`src/rtl/tlr_pkg.sv`:
```
// Package: shared types, constants and helpers for the tile line rasterizer.
`timescale 1ns / 1ps
package tlr_pkg;

  localparam int CoordBits     = 6;
  localparam int AccBits       = CoordBits + 1;
  localparam int TileBits      = 8;
  localparam int QueueDepth    = 2;
  localparam int QueuePtrBits  = (QueueDepth > 1) ? $clog2(QueueDepth) : 1;
  localparam int QueueCntBits  = $clog2(QueueDepth + 1);

  typedef logic [CoordBits-1:0] coord_t;
  typedef logic [AccBits-1:0]   acc_t;
  typedef logic [TileBits-1:0]  tile_t;

  typedef enum logic [1:0] {
    DIR_NONE = 2'b00,
    DIR_INC  = 2'b01,
    DIR_DEC  = 2'b10
  } dir_e;

  typedef enum logic {
    ST_IDLE = 1'b0,
    ST_RUN  = 1'b1
  } back_state_e;

  typedef struct packed {
    coord_t from_x;
    coord_t from_y;
    coord_t to_x;
    coord_t to_y;
    tile_t  tile_code;
  } line_req_t;

  typedef struct packed {
    coord_t tile_x;
    coord_t tile_y;
    tile_t  tile_value;
    logic   last;
  } point_t;

  // Classified line, handed from front to back through the queue
  typedef struct packed {
    coord_t start_x;
    coord_t start_y;
    coord_t major_span;
    coord_t minor_span;
    dir_e   step_x;
    dir_e   step_y;
    logic   x_is_major;
    tile_t  tile;
  } line_cmd_t;

  typedef struct packed {
    logic full;
    logic empty;
  } queue_status_t;

  function automatic coord_t coord_move(coord_t v, dir_e d);
    coord_t r;
    r = v;
    case (d)
      DIR_INC: r = v + coord_t'(1);
      DIR_DEC: r = v - coord_t'(1);
      default: r = v;
    endcase
    return r;
  endfunction

endpackage

```
`src/rtl/tlr_req_if.sv`:
```
// Interfaces: line request channel and point result channel.
`timescale 1ns / 1ps
interface tlr_req_if;
  import tlr_pkg::*;
  logic      valid;
  logic      ready;
  line_req_t data;
  modport source (output valid, output data, input ready);
  modport sink   (input valid, input data, output ready);
endinterface

interface tlr_pt_if;
  import tlr_pkg::*;
  logic   valid;
  logic   ready;
  point_t data;
  modport source (output valid, output data, input ready);
  modport sink   (input valid, input data, output ready);
endinterface

```
`src/rtl/tile_line_rasterizer.sv`:
```
// Top level: tile line rasterizer, front classifier, command queue and point stepper.
`timescale 1ns / 1ps
// A line request (from, to, tile code) on req_i produces max(|dx|, |dy|) + 1 points on
// pt_o, start point first, each carrying the tile code, with last set on the final point.
// The back stepper emits one point per cycle while pt_o is ready, so a line spans 1 to 64
// points at 6-bit coordinates. The first point reaches pt_o after the request passes the
// front register, the queue write and the stepper load. A two-entry command queue lets
// requests be taken while a line is still being drawn, and the next line's first point
// follows the previous line's last point with no gap when its command is already queued.
module tile_line_rasterizer (
  input  logic     clk_i,
  input  logic     rst_ni,
  tlr_req_if.sink  req_i,
  tlr_pt_if.source pt_o
);
  import tlr_pkg::*;

  line_cmd_t     f_cmd, q_cmd;
  logic          f_valid, f_ready, q_valid, q_ready;
  queue_status_t q_status;

  tlr_front u_front (
    .clk_i       (clk_i),
    .rst_ni      (rst_ni),
    .req_i       (req_i),
    .cmd_o       (f_cmd),
    .cmd_valid_o (f_valid),
    .cmd_ready_i (f_ready)
  );

  tlr_queue u_queue (
    .clk_i      (clk_i),
    .rst_ni     (rst_ni),
    .wr_cmd_i   (f_cmd),
    .wr_valid_i (f_valid),
    .wr_ready_o (f_ready),
    .rd_cmd_o   (q_cmd),
    .rd_valid_o (q_valid),
    .rd_ready_i (q_ready),
    .status_o   (q_status)
  );

  tlr_back u_back (
    .clk_i       (clk_i),
    .rst_ni      (rst_ni),
    .cmd_i       (q_cmd),
    .cmd_valid_i (q_valid),
    .cmd_ready_o (q_ready),
    .pt_o        (pt_o)
  );

  // A line in progress keeps the output stream going
  a_stream_continues: assert property (@(posedge clk_i) disable iff (!rst_ni)
    (pt_o.valid && pt_o.ready && !pt_o.data.last) |=> pt_o.valid)
    else $error("point stream dropped valid inside a line");

  // Tile code is constant across the points of one line
  a_tile_held: assert property (@(posedge clk_i) disable iff (!rst_ni)
    (pt_o.valid && pt_o.ready && !pt_o.data.last) |=> $stable(pt_o.data.tile_value))
    else $error("tile value changed inside a line");

  a_queue_status: assert property (@(posedge clk_i) disable iff (!rst_ni)
    !(q_status.full && q_status.empty))
    else $error("command queue both full and empty");

  // Queue only pops when the stepper is free or finishing its last point
  a_pop_on_last: assert property (@(posedge clk_i) disable iff (!rst_ni)
    (q_valid && q_ready && pt_o.valid) |-> (pt_o.ready && pt_o.data.last))
    else $error("new line loaded before the current one finished");

endmodule

```
`src/rtl/tlr_front.sv`:
```
// Front stage: accepts line requests and classifies axis, spans and step directions.
`timescale 1ns / 1ps
module tlr_front (
  input  logic              clk_i,
  input  logic              rst_ni,
  tlr_req_if.sink           req_i,
  output tlr_pkg::line_cmd_t cmd_o,
  output logic              cmd_valid_o,
  input  logic              cmd_ready_i
);
  import tlr_pkg::*;

  coord_t    dx, dy;
  dir_e      sx, sy;
  logic      x_major;
  line_cmd_t cmd_d, cmd_q;
  logic      valid_q;
  logic      req_fire;

  always_comb begin
    dx = (req_i.data.from_x > req_i.data.to_x) ? req_i.data.from_x - req_i.data.to_x
                                               : req_i.data.to_x - req_i.data.from_x;
    dy = (req_i.data.from_y > req_i.data.to_y) ? req_i.data.from_y - req_i.data.to_y
                                               : req_i.data.to_y - req_i.data.from_y;
    if (req_i.data.from_x < req_i.data.to_x) begin
      sx = DIR_INC;
    end else if (req_i.data.from_x > req_i.data.to_x) begin
      sx = DIR_DEC;
    end else begin
      sx = DIR_NONE;
    end
    if (req_i.data.from_y < req_i.data.to_y) begin
      sy = DIR_INC;
    end else if (req_i.data.from_y > req_i.data.to_y) begin
      sy = DIR_DEC;
    end else begin
      sy = DIR_NONE;
    end
    // tie goes to x
    x_major          = (dx >= dy);
    cmd_d.start_x    = req_i.data.from_x;
    cmd_d.start_y    = req_i.data.from_y;
    cmd_d.major_span = x_major ? dx : dy;
    cmd_d.minor_span = x_major ? dy : dx;
    cmd_d.step_x     = sx;
    cmd_d.step_y     = sy;
    cmd_d.x_is_major = x_major;
    cmd_d.tile       = req_i.data.tile_code;
  end

  assign req_i.ready = !valid_q || cmd_ready_i;
  assign req_fire    = req_i.valid && req_i.ready;
  assign cmd_valid_o = valid_q;
  assign cmd_o       = cmd_q;

  always_ff @(posedge clk_i or negedge rst_ni) begin
    if (!rst_ni) begin
      valid_q <= 1'b0;
    end else if (req_fire) begin
      valid_q <= 1'b1;
    end else if (cmd_ready_i) begin
      valid_q <= 1'b0;
    end
  end

  always_ff @(posedge clk_i) begin
    if (req_fire) begin
      cmd_q <= cmd_d;
    end
  end

endmodule

```
`src/rtl/tlr_queue.sv`:
```
// Short command queue between the front and back stages.
`timescale 1ns / 1ps
module tlr_queue (
  input  logic                  clk_i,
  input  logic                  rst_ni,
  input  tlr_pkg::line_cmd_t    wr_cmd_i,
  input  logic                  wr_valid_i,
  output logic                  wr_ready_o,
  output tlr_pkg::line_cmd_t    rd_cmd_o,
  output logic                  rd_valid_o,
  input  logic                  rd_ready_i,
  output tlr_pkg::queue_status_t status_o
);
  import tlr_pkg::*;

  line_cmd_t                entry_q [QueueDepth];
  logic [QueuePtrBits-1:0]  wr_ptr_q, rd_ptr_q;
  logic [QueueCntBits-1:0]  count_q;
  logic                     push, pop;

  assign status_o.full  = (count_q == QueueCntBits'(QueueDepth));
  assign status_o.empty = (count_q == '0);
  assign wr_ready_o     = !status_o.full;
  assign rd_valid_o     = !status_o.empty;
  assign rd_cmd_o       = entry_q[rd_ptr_q];
  assign push           = wr_valid_i && wr_ready_o;
  assign pop            = rd_valid_o && rd_ready_i;

  always_ff @(posedge clk_i or negedge rst_ni) begin
    if (!rst_ni) begin
      wr_ptr_q <= '0;
      rd_ptr_q <= '0;
      count_q  <= '0;
    end else begin
      if (push) begin
        wr_ptr_q <= (wr_ptr_q == QueuePtrBits'(QueueDepth - 1)) ? '0
                                                                : wr_ptr_q + 1'b1;
      end
      if (pop) begin
        rd_ptr_q <= (rd_ptr_q == QueuePtrBits'(QueueDepth - 1)) ? '0
                                                                : rd_ptr_q + 1'b1;
      end
      if (push && !pop) begin
        count_q <= count_q + 1'b1;
      end else if (pop && !push) begin
        count_q <= count_q - 1'b1;
      end
    end
  end

  always_ff @(posedge clk_i) begin
    if (push) begin
      entry_q[wr_ptr_q] <= wr_cmd_i;
    end
  end

endmodule

```
`src/rtl/tlr_back.sv`:
```
// Back stage: steps through a classified line, one registered point per cycle while pt_o is ready.
`timescale 1ns / 1ps
module tlr_back (
  input  logic               clk_i,
  input  logic               rst_ni,
  input  tlr_pkg::line_cmd_t cmd_i,
  input  logic               cmd_valid_i,
  output logic               cmd_ready_o,
  tlr_pt_if.source           pt_o
);
  import tlr_pkg::*;

  back_state_e state_q, state_d;
  coord_t      cur_x_q, cur_y_q, remain_q, major_q, minor_q;
  acc_t        accum_q;
  dir_e        step_x_q, step_y_q;
  logic        x_major_q;
  tile_t       tile_q;

  logic        last_pt, pt_fire, load;
  acc_t        sum, accum_d;
  logic        minor_step;
  coord_t      nx_x, nx_y;

  assign last_pt = (remain_q == '0);
  assign pt_fire = pt_o.valid && pt_o.ready;
  assign load    = cmd_valid_i && cmd_ready_o;

  // Next state
  always_comb begin
    state_d = state_q;
    case (state_q)
      ST_IDLE: if (cmd_valid_i) state_d = ST_RUN;
      ST_RUN:  if (pt_fire && last_pt && !cmd_valid_i) state_d = ST_IDLE;
      default: state_d = ST_IDLE;
    endcase
  end

  // Outputs
  always_comb begin
    case (state_q)
      ST_IDLE: begin
        pt_o.valid  = 1'b0;
        cmd_ready_o = 1'b1;
      end
      ST_RUN: begin
        pt_o.valid  = 1'b1;
        cmd_ready_o = pt_o.ready && last_pt;
      end
      default: begin
        pt_o.valid  = 1'b0;
        cmd_ready_o = 1'b0;
      end
    endcase
  end

  assign pt_o.data.tile_x     = cur_x_q;
  assign pt_o.data.tile_y     = cur_y_q;
  assign pt_o.data.tile_value = tile_q;
  assign pt_o.data.last       = last_pt;

  // Error term stays below major span, so the sum never wraps
  always_comb begin
    sum        = accum_q + acc_t'(minor_q);
    minor_step = (sum >= acc_t'(major_q));
    accum_d    = minor_step ? sum - acc_t'(major_q) : sum;
    nx_x       = (x_major_q || minor_step) ? coord_move(cur_x_q, step_x_q) : cur_x_q;
    nx_y       = (!x_major_q || minor_step) ? coord_move(cur_y_q, step_y_q) : cur_y_q;
  end

  always_ff @(posedge clk_i or negedge rst_ni) begin
    if (!rst_ni) begin
      state_q <= ST_IDLE;
    end else begin
      state_q <= state_d;
    end
  end

  always_ff @(posedge clk_i) begin
    if (load) begin
      cur_x_q   <= cmd_i.start_x;
      cur_y_q   <= cmd_i.start_y;
      remain_q  <= cmd_i.major_span;
      major_q   <= cmd_i.major_span;
      minor_q   <= cmd_i.minor_span;
      step_x_q  <= cmd_i.step_x;
      step_y_q  <= cmd_i.step_y;
      x_major_q <= cmd_i.x_is_major;
      tile_q    <= cmd_i.tile;
      accum_q   <= '0;
    end else if (pt_fire && !last_pt) begin
      cur_x_q  <= nx_x;
      cur_y_q  <= nx_y;
      accum_q  <= accum_d;
      remain_q <= remain_q - 1'b1;
    end
  end

endmodule
```
`src/flat_wrapper.sv`:
```
// flat-port wrapper written by rule: the top's interface ports become plain ports
module tile_line_rasterizer_flat import tlr_pkg::*;
  (clk_i, rst_ni, req_i_valid, req_i_data, req_i_ready, pt_o_valid, pt_o_data, pt_o_ready);
  tlr_req_if req_i_i ();
  tlr_pt_if pt_o_i ();
  input  logic clk_i;
  input  logic rst_ni;
  input wire logic [$bits(req_i_i.valid)-1:0] req_i_valid;
  input wire logic [$bits(req_i_i.data)-1:0] req_i_data;
  output wire logic [$bits(req_i_i.ready)-1:0] req_i_ready;
  output wire logic [$bits(pt_o_i.valid)-1:0] pt_o_valid;
  output wire logic [$bits(pt_o_i.data)-1:0] pt_o_data;
  input wire logic [$bits(pt_o_i.ready)-1:0] pt_o_ready;
  assign req_i_i.valid = req_i_valid;
  assign req_i_i.data = req_i_data;
  assign req_i_ready = req_i_i.ready;
  assign pt_o_valid = pt_o_i.valid;
  assign pt_o_data = pt_o_i.data;
  assign pt_o_i.ready = pt_o_ready;
  tile_line_rasterizer u_core (.clk_i(clk_i), .rst_ni(rst_ni), .req_i(req_i_i), .pt_o(pt_o_i));
endmodule
```
`config.mk`:
```
export PLATFORM = sky130hd
export DESIGN_NAME = tile_line_rasterizer_flat
export DESIGN_NICKNAME = d
export VERILOG_FILES = /design/src/rtl/tlr_pkg.sv /design/src/rtl/tlr_req_if.sv /design/src/rtl/tile_line_rasterizer.sv /design/src/rtl/tlr_front.sv /design/src/rtl/tlr_queue.sv /design/src/rtl/tlr_back.sv /design/src/flat_wrapper.sv
export SDC_FILE = /design/constraint.sdc
export NUM_CORES = 1
export LEC_CHECK = 0
export ABC_AREA = 1
export BUFFER_PORTS_ARGS = -buffer_cell sky130_fd_sc_hd__buf_2
export CORE_ASPECT_RATIO = 0.7
export CORE_UTILIZATION = 30
export CTS_CLUSTER_SIZE = 8
export DETAILED_ROUTE_END_ITERATION = 16
export GPL_TIMING_DRIVEN = 1
export SLEW_MARGIN = 40
export SYNTH_ARGS = -nofsm -noshare
export SYNTH_HDL_FRONTEND = slang
export SYNTH_SLANG_ARGS = --single-unit
export TNS_END_PERCENT = 50
```
`constraint.sdc`:
```
create_clock -name clk_i -period 3.8 [get_ports clk_i]
set_input_delay 0.57 -clock clk_i [delete_from_list [all_inputs] [get_ports clk_i]]
set_output_delay 0.57 -clock clk_i [all_outputs]
set_load 0.03 [all_outputs]
```
# --- After elaboration in Yosys (flattened, before gate mapping) ---
# Memory sizes are Yosys's and may differ from the RTL's.
# Index checks and enable logic that the tools add are counted.
classes:
  n_mul: 0
  reduce_logical: 30
  add_sub_neg: 15
  order_cmp: 6
  n_bitwise: 1
  eq_ne: 6
  shifts: 0
  div: 0
  mux: 30
ops:
  columns: ["cell", "n"]
  rows:
  - ["6-bit two-way mux", 12]
  - ["6-bit one-hot mux with 2 select lines", 2]
  - ["6-bit subtractor", 4]
  - ["6-bit by 1-bit subtractor with 6-bit output (second input constant)", 3]
  - ["6-bit by 1-bit adder with 6-bit output (second input constant)", 2]
  - ["6-bit > comparator", 2]
  - ["6-bit less-than comparator", 2]
  - ["1-bit logical AND", 10]
  - ["1-bit two-way mux", 8]
  - ["2-bit two-way mux", 4]
  - ["2-bit nonzero test", 4]
  - ["7-bit by 6-bit adder with 7-bit output", 1]
  - ["7-bit by 6-bit greater-or-equal comparator with 1-bit output", 1]
  - ["1-bit logical NOT", 7]
  - ["7-bit two-way mux", 1]
  - ["7-bit by 6-bit subtractor with 7-bit output", 1]
  - ["2-bit equality test (second input constant)", 3]
  - ["6-bit greater-or-equal comparator", 1]
  - ["6-bit logical NOT", 1]
  - ["1-bit one-hot mux with 2 select lines", 3]
  - ["3-bit AND reduction", 2]
  - ["3-bit nonzero test", 2]
  - ["2-bit by 1-bit equality test with 1-bit output (second input constant)", 2]
  - ["1-bit logical OR", 3]
  - ["6 further kinds", 7]
word_totals:
  ff_bits: 93
  mem_bits_ro: 0
  wordCells: 112
  ramBits: 74
  output_inout_bits: 23
  input_bits: 36
  latch_bits: 0
  mem_count: 1
memory_table:
  columns: ["memory", "depth", "word_bits", "rd", "rd_ports_with_merged_regs", "wr", "line_no", "rtl"]
  rows:
  - ["u_core.u_queue.entry_q", 2, 37, 1, 0, 1, "tlr_queue.sv:16", "line_cmd_t entry_q [QueueDepth];"]

# --- Logic depth before layout (Yosys ltp) ---
logic_depth:
  depth_word: 7
  mapped_depth: 21
  depth_no_buf: 20

# --- By module ---
# A second synthesis with hierarchy kept.
unflattened:
  hier_cells: 861
  hier_area_um2: 8730.9
by_module_without_submodules:
  columns: ["mod", "seq_area_each_um2", "n_inst", "cells_each", "area_per_inst_um2"]
  rows:
  - ["tlr_back", 1456.4, 1, 325, 3052.9]
  - ["tlr_queue", 2322.2, 1, 227, 2960.3]
  - ["tlr_front", 1136.1, 1, 309, 2717.6]

# --- Least setup slack after synthesis ---
# No wires, ideal clock.
synth_timing:
  kind: "in2reg"
  startpoint: "input port req_i_data[26]"
  endpoint: "register u_core.u_front.cmd_q, in the netlist u_core.u_front.cmd_o[19], data pin"
  setup_time_ns: 0.261
  cell_stages: 17
  required_time_ns: 3.539
  t_arrival_ns: 2.802
  n_path_buf: 1
  setup_slack_ns: 0.736
  cell_sequence: "inv_1 -> ha_1 -> inv_1 -> fa_1 -> inv_1 -> nor3_4 -> o21bai_2 -> nand2_1 -> and2_1 -> ha_1 -> inv_1 -> nor2_1 -> o211ai_1 -> nand3_1 -> inv_1 -> buf_2 -> o21ai_0"
synth_rtl:
  columns: ["item", "line_no", "rtl"]
  rows:
  - ["start: declaration", "flat_wrapper.sv:9", "input wire logic [$bits(req_i_i.data)-1:0] req_i_data;"]
  - ["end signal: assignment", "tlr_front.sv:68", "cmd_q <= cmd_d;"]
  - ["end: declaration", "tlr_front.sv:16", "line_cmd_t cmd_d, cmd_q;"]

# --- Worst setup path in the final report ---
layout_timing:
  startpoint: "register u_core.u_back.minor_q[0]"
  endpoint: "register u_core.u_back.cur_x_q[5] (enable)"
layout_between:
  elab_chain_len: 5
layout_rtl:
  columns: ["item", "line_no", "rtl"]
  rows:
  - ["start: declaration", "tlr_back.sv:14", "coord_t cur_x_q, cur_y_q, remain_q, major_q, minor_q;"]
  - ["start signal: assignment", "tlr_back.sv:85", "minor_q <= cmd_i.minor_span;"]
  - ["7-bit by 6-bit adder with 7-bit output", "tlr_back.sv:64", "sum = accum_q + acc_t'(minor_q);"]
  - ["7-bit by 6-bit greater-or-equal comparator with 1-bit output", "tlr_back.sv:65", "minor_step = (sum >= acc_t'(major_q));"]
  - ["1-bit logical OR", "tlr_back.sv:67", "nx_x = (x_major_q || minor_step) ? coord_move(cur_x_q, step_x_q) : cur_x_q;"]
  - ["2-bit nonzero test (no line)", null, null]
  - ["3-bit AND reduction (no line)", null, null]
  - ["end signal: assignment", "tlr_back.sv:81", "cur_x_q <= cmd_i.start_x;"]
  - ["end signal: assignment", "tlr_back.sv:92", "cur_x_q <= nx_x;"]
  - ["end: declaration", "tlr_back.sv:14", null]
# No other way between the ends.
# A chain may end at the register's enable or synchronous reset.

==> results.json <==
{
  "synth.distinct_cells": 43,
  "status": "finished, final reports clean",
  "start_util_pct": 30.5,
  "ys_warn_count": 0,
  "wl_um": 16400,
  "clkPwrFrac_pct": 24.6,
  "nets": 975,
  "cts_resized": 0,
  "cp_num_buf_inv": 4,
  "async_flop_share_pct": 3.59,
  "insertion_delay_ps": 420,
  "crit_family": "adder cells",
  "worstPathCellList": "ha_1 -> inv_1 -> fa_1 -> inv_1 -> nand2_1 -> nand3_1 -> xor2_1 -> inv_1 -> ha_1 -> nand2_1 -> inv_1 -> nand2_1 -> nand3_1 -> a21oi_4 -> nand2_2 -> o21ai_0 -> nand2_1",
  "max_stage_delay_ps": 400,
  "syn_area_um2": 8520,
  "yosysTopAreaCell": "edfxtp_1",
  "ys_top_cells_by_area": "edfxtp_1, nand2_1, ha_1",
  "io_buffer_count": 58,
  "viasPerCell": 4.31,
  "area_growth_pct": 15.5,
  "setup_tns_ps": 0,
  "place_area_um2": 9240,
  "seq_area_frac_synth_pct": 57.7,
  "numClockSinks": 167,
  "synth_top_cell_area_share_pct": 54.3,
  "dp_hpwl_um": 11700,
  "drive_gt1_share_pct": 14.4,
  "synth_ff_type": "edfxtp_1",
  "endpoint_kind": "register",
  "synth_edf_count": 154,
  "synth_cells": 815,
  "yosys-top-cells-count": "nand2_1, edfxtp_1, inv_1",
  "crit_type": "reg -> reg",
  "grtUsageTotal_pct": 11.9,
  "die_w_um": 203,
  "dieArea_um2": 29100,
  "cts_root_buf": "clkbuf_16",
  "die_h_um": 143,
  "ios": 59,
  "maxSlewViolCount": 0,
  "rsz0062_at_grt": "no",
  "core-area_um2": 27900,
  "crit_arrival_ps": 3410,
  "pwr-share-seq_pct": 41.9,
  "clock.fmax_mhz": 304,
  "fp-row-count": 51,
  "slew_headroom_pct": 47.7,
  "ant_nets": 0,
  "overflow": 0,
  "power.leakage_nw": 4.38,
  "clk_pin_slew_worst_paths_ps": 70,
  "drc": 0,
  "worstPathMaxFanout": 7,
  "finalCritPeriodShare_pct": 86.6,
  "final_area_um2": 9840,
  "ys_ff_latch": 167,
  "drt_pass1_iterations": 6,
  "synth_nets": 909,
  "hold_violations": 0,
  "place.gp.congestion": 0.864,
  "worst_pin_slew_ps": 783,
  "ir_drop_uv": 358,
  "slowest_stage": "fa_1",
  "post_cts_buffers": 0,
  "syn_area_per_cell_um2": 10.5,
  "first_global_vias": 5104,
  "startpoint_type": "register",
  "min_period_ps": 3290,
  "cts_buffers": 17,
  "yosysMostFrequentCell": "nand2_1",
  "switching_power_mw": 2.50,
  "finClkSkew_ps": 11.1,
  "clockBufferDepth": 2,
  "maxCapViolCount": 0,
  "num-fill-cells": 2749,
  "h-tree-depth": 4,
  "comb_power_share_pct": 33.4,
  "hp-class": "in -> reg",
  "cts_tree": "built",
  "vias": 5451,
  "diodes": 0,
  "drt_iter0_drc": 352,
  "grt_pass1_wl_um": 26500,
  "internal_power_mw": 4.45,
  "powerDensity_nw_per_um2": 706,
  "setup_viol": 0,
  "wl_per_cell_um": 12.9,
  "cp_data_required_time_ps": 3920,
  "grt_max_degree": 38,
  "p_sw_share_pct": 35.9,
  "antenna_found_initial": 0
}
final timing paths:
kind	slack (ps)	endpoint	startpoint	depth (start not counted)
hold / removal	320	u_core.u_front.cmd_o[6]	req_i_data[6]	1
hold reg to reg	440	u_core.u_queue.entry_q[1][19]	u_core.u_front.cmd_o[19]	0
setup reg to reg	510	u_core.u_back.cur_x_q[5]	u_core.u_back.minor_q[0]	17
setup / recovery	510	u_core.u_back.cur_x_q[5]	u_core.u_back.minor_q[0]	17
max in group asynchronous	3160	u_core.u_queue.wr_ptr_q	rst_ni	2
min in group asynchronous	490	u_core.u_back.state_q	rst_ni	2
worst reg2reg max path, stage by stage, from the launching register on:
cell	delay, ps
edfxtp_1	340
ha_1	190
inv_1	70
fa_1	400
inv_1	100
nand2_1	60
nand3_1	70
xor2_1	220
inv_1	80
ha_1	340
nand2_1	100
inv_1	50
nand2_1	50
nand3_1	200
a21oi_4	200
nand2_2	130
o21ai_0	200
nand2_1	210
power groups by stage:
stage                     Combinational [mW]  Clock (mW)  Sequential [mW]
final                                   2.32        1.71             2.91
after global placement                  2.31           0             2.94
after detailed placement                2.33           0             2.95
after floorplan                         1.69           0             2.94
after global routing                    2.65        1.82             2.96
after CTS                               2.34        1.75             2.91
layer usage:
layer	GRT usage, %	vias up	share of wire, %
met4	3.92	0	0.96
met2	18.2	70	44
met1	16.8	2551	53
met5	0	-	0
li1	-	2819	-
met3	2.42	11	2.9
cells by family (layout without fill, tap and decap cells):
group	Yosys count	in the layout	synth area share, %
and+or+nand+nor	356	356	17.7
adders and majority gates	58	58	9.22
AOI/OAI and AO/OA	63	63	4.67
DFF	167	167	57.7
buffers and inverters	128	207	6.20
muxes	6	6	0.705
xor gates and xnor gates	37	37	3.80
per-stage QoR:
stage | power [mW] | instances | hold slack, ps | utilization (%) | setup slack (ps)
5_1_grt | 7.43 | 1265 | 300 | 35.3 | 209
4_1_cts | 7.01 | 1265 | 298 | 35.3 | 544
3_5_place_dp | 5.28 | 1232 | 407 | 33.1 | 403
6_report | 6.95 | 1265 | 319 | 35.3 | 509
3_3_place_gp | 5.25 | 1232 | 407 | 33.1 | 430
2_1_floorplan | 4.63 | 815 | 274 | - | 736
layout by cell type, fill, tap and decap left out, drive strengths merged, types with 16 or more instances in the layout:
| master | synthesis | routed |
|---|---|---|
| xnor2 | 16 | 16 |
| xor2 | 21 | 21 |
| ha | 50 | 50 |
| a21oi | 24 | 24 |
| nand2 | 268 | 268 |
| edfxtp | 154 | 154 |
| nand3 | 49 | 49 |
| nor2 | 23 | 23 |
| buf | 14 | 67 |
| clkbuf | 7 | 19 |
| o21ai | 27 | 27 |
| inv | 107 | 112 |
final cells by class:
cell class,count,area [um2],share of cell area [%]
flip-flops and latches,167,4910,50.0
clock inverters,13,141,1.44
well taps,371,464,4.72
repair buffers,68,380,3.87
clock buffers,19,443,4.50
multi-input cells,520,3090,31.4
inverters,107,402,4.08
state kept, by name (all words and copies together) (netlist names):
name	count
u_core.u_back.step_x_q	2
u_core.u_back.major_q	6
u_core.u_back.x_major_q	1
u_core.u_back.accum_q	7
u_core.u_back.tile_q	8
u_core.u_queue.entry_q	74
u_core.u_back.state_q	1
u_core.u_front.cmd_o	37
u_core.u_back.remain_q	6
u_core.u_back.cur_x_q	6
u_core.u_front.cmd_valid_o	1
u_core.u_back.minor_q	6
u_core.u_queue.rd_ptr_q	1
u_core.u_back.cur_y_q	6
u_core.u_queue.count_q	2
u_core.u_back.step_y_q	2
u_core.u_queue.wr_ptr_q	1
what timing repair did:
item | CTS | global route
endpoints found under the setup margin | 0 | 0
hold endpoints to repair | 6 | 0
hold buffers | 1 | 0
(Power assumes the default switching activity.)
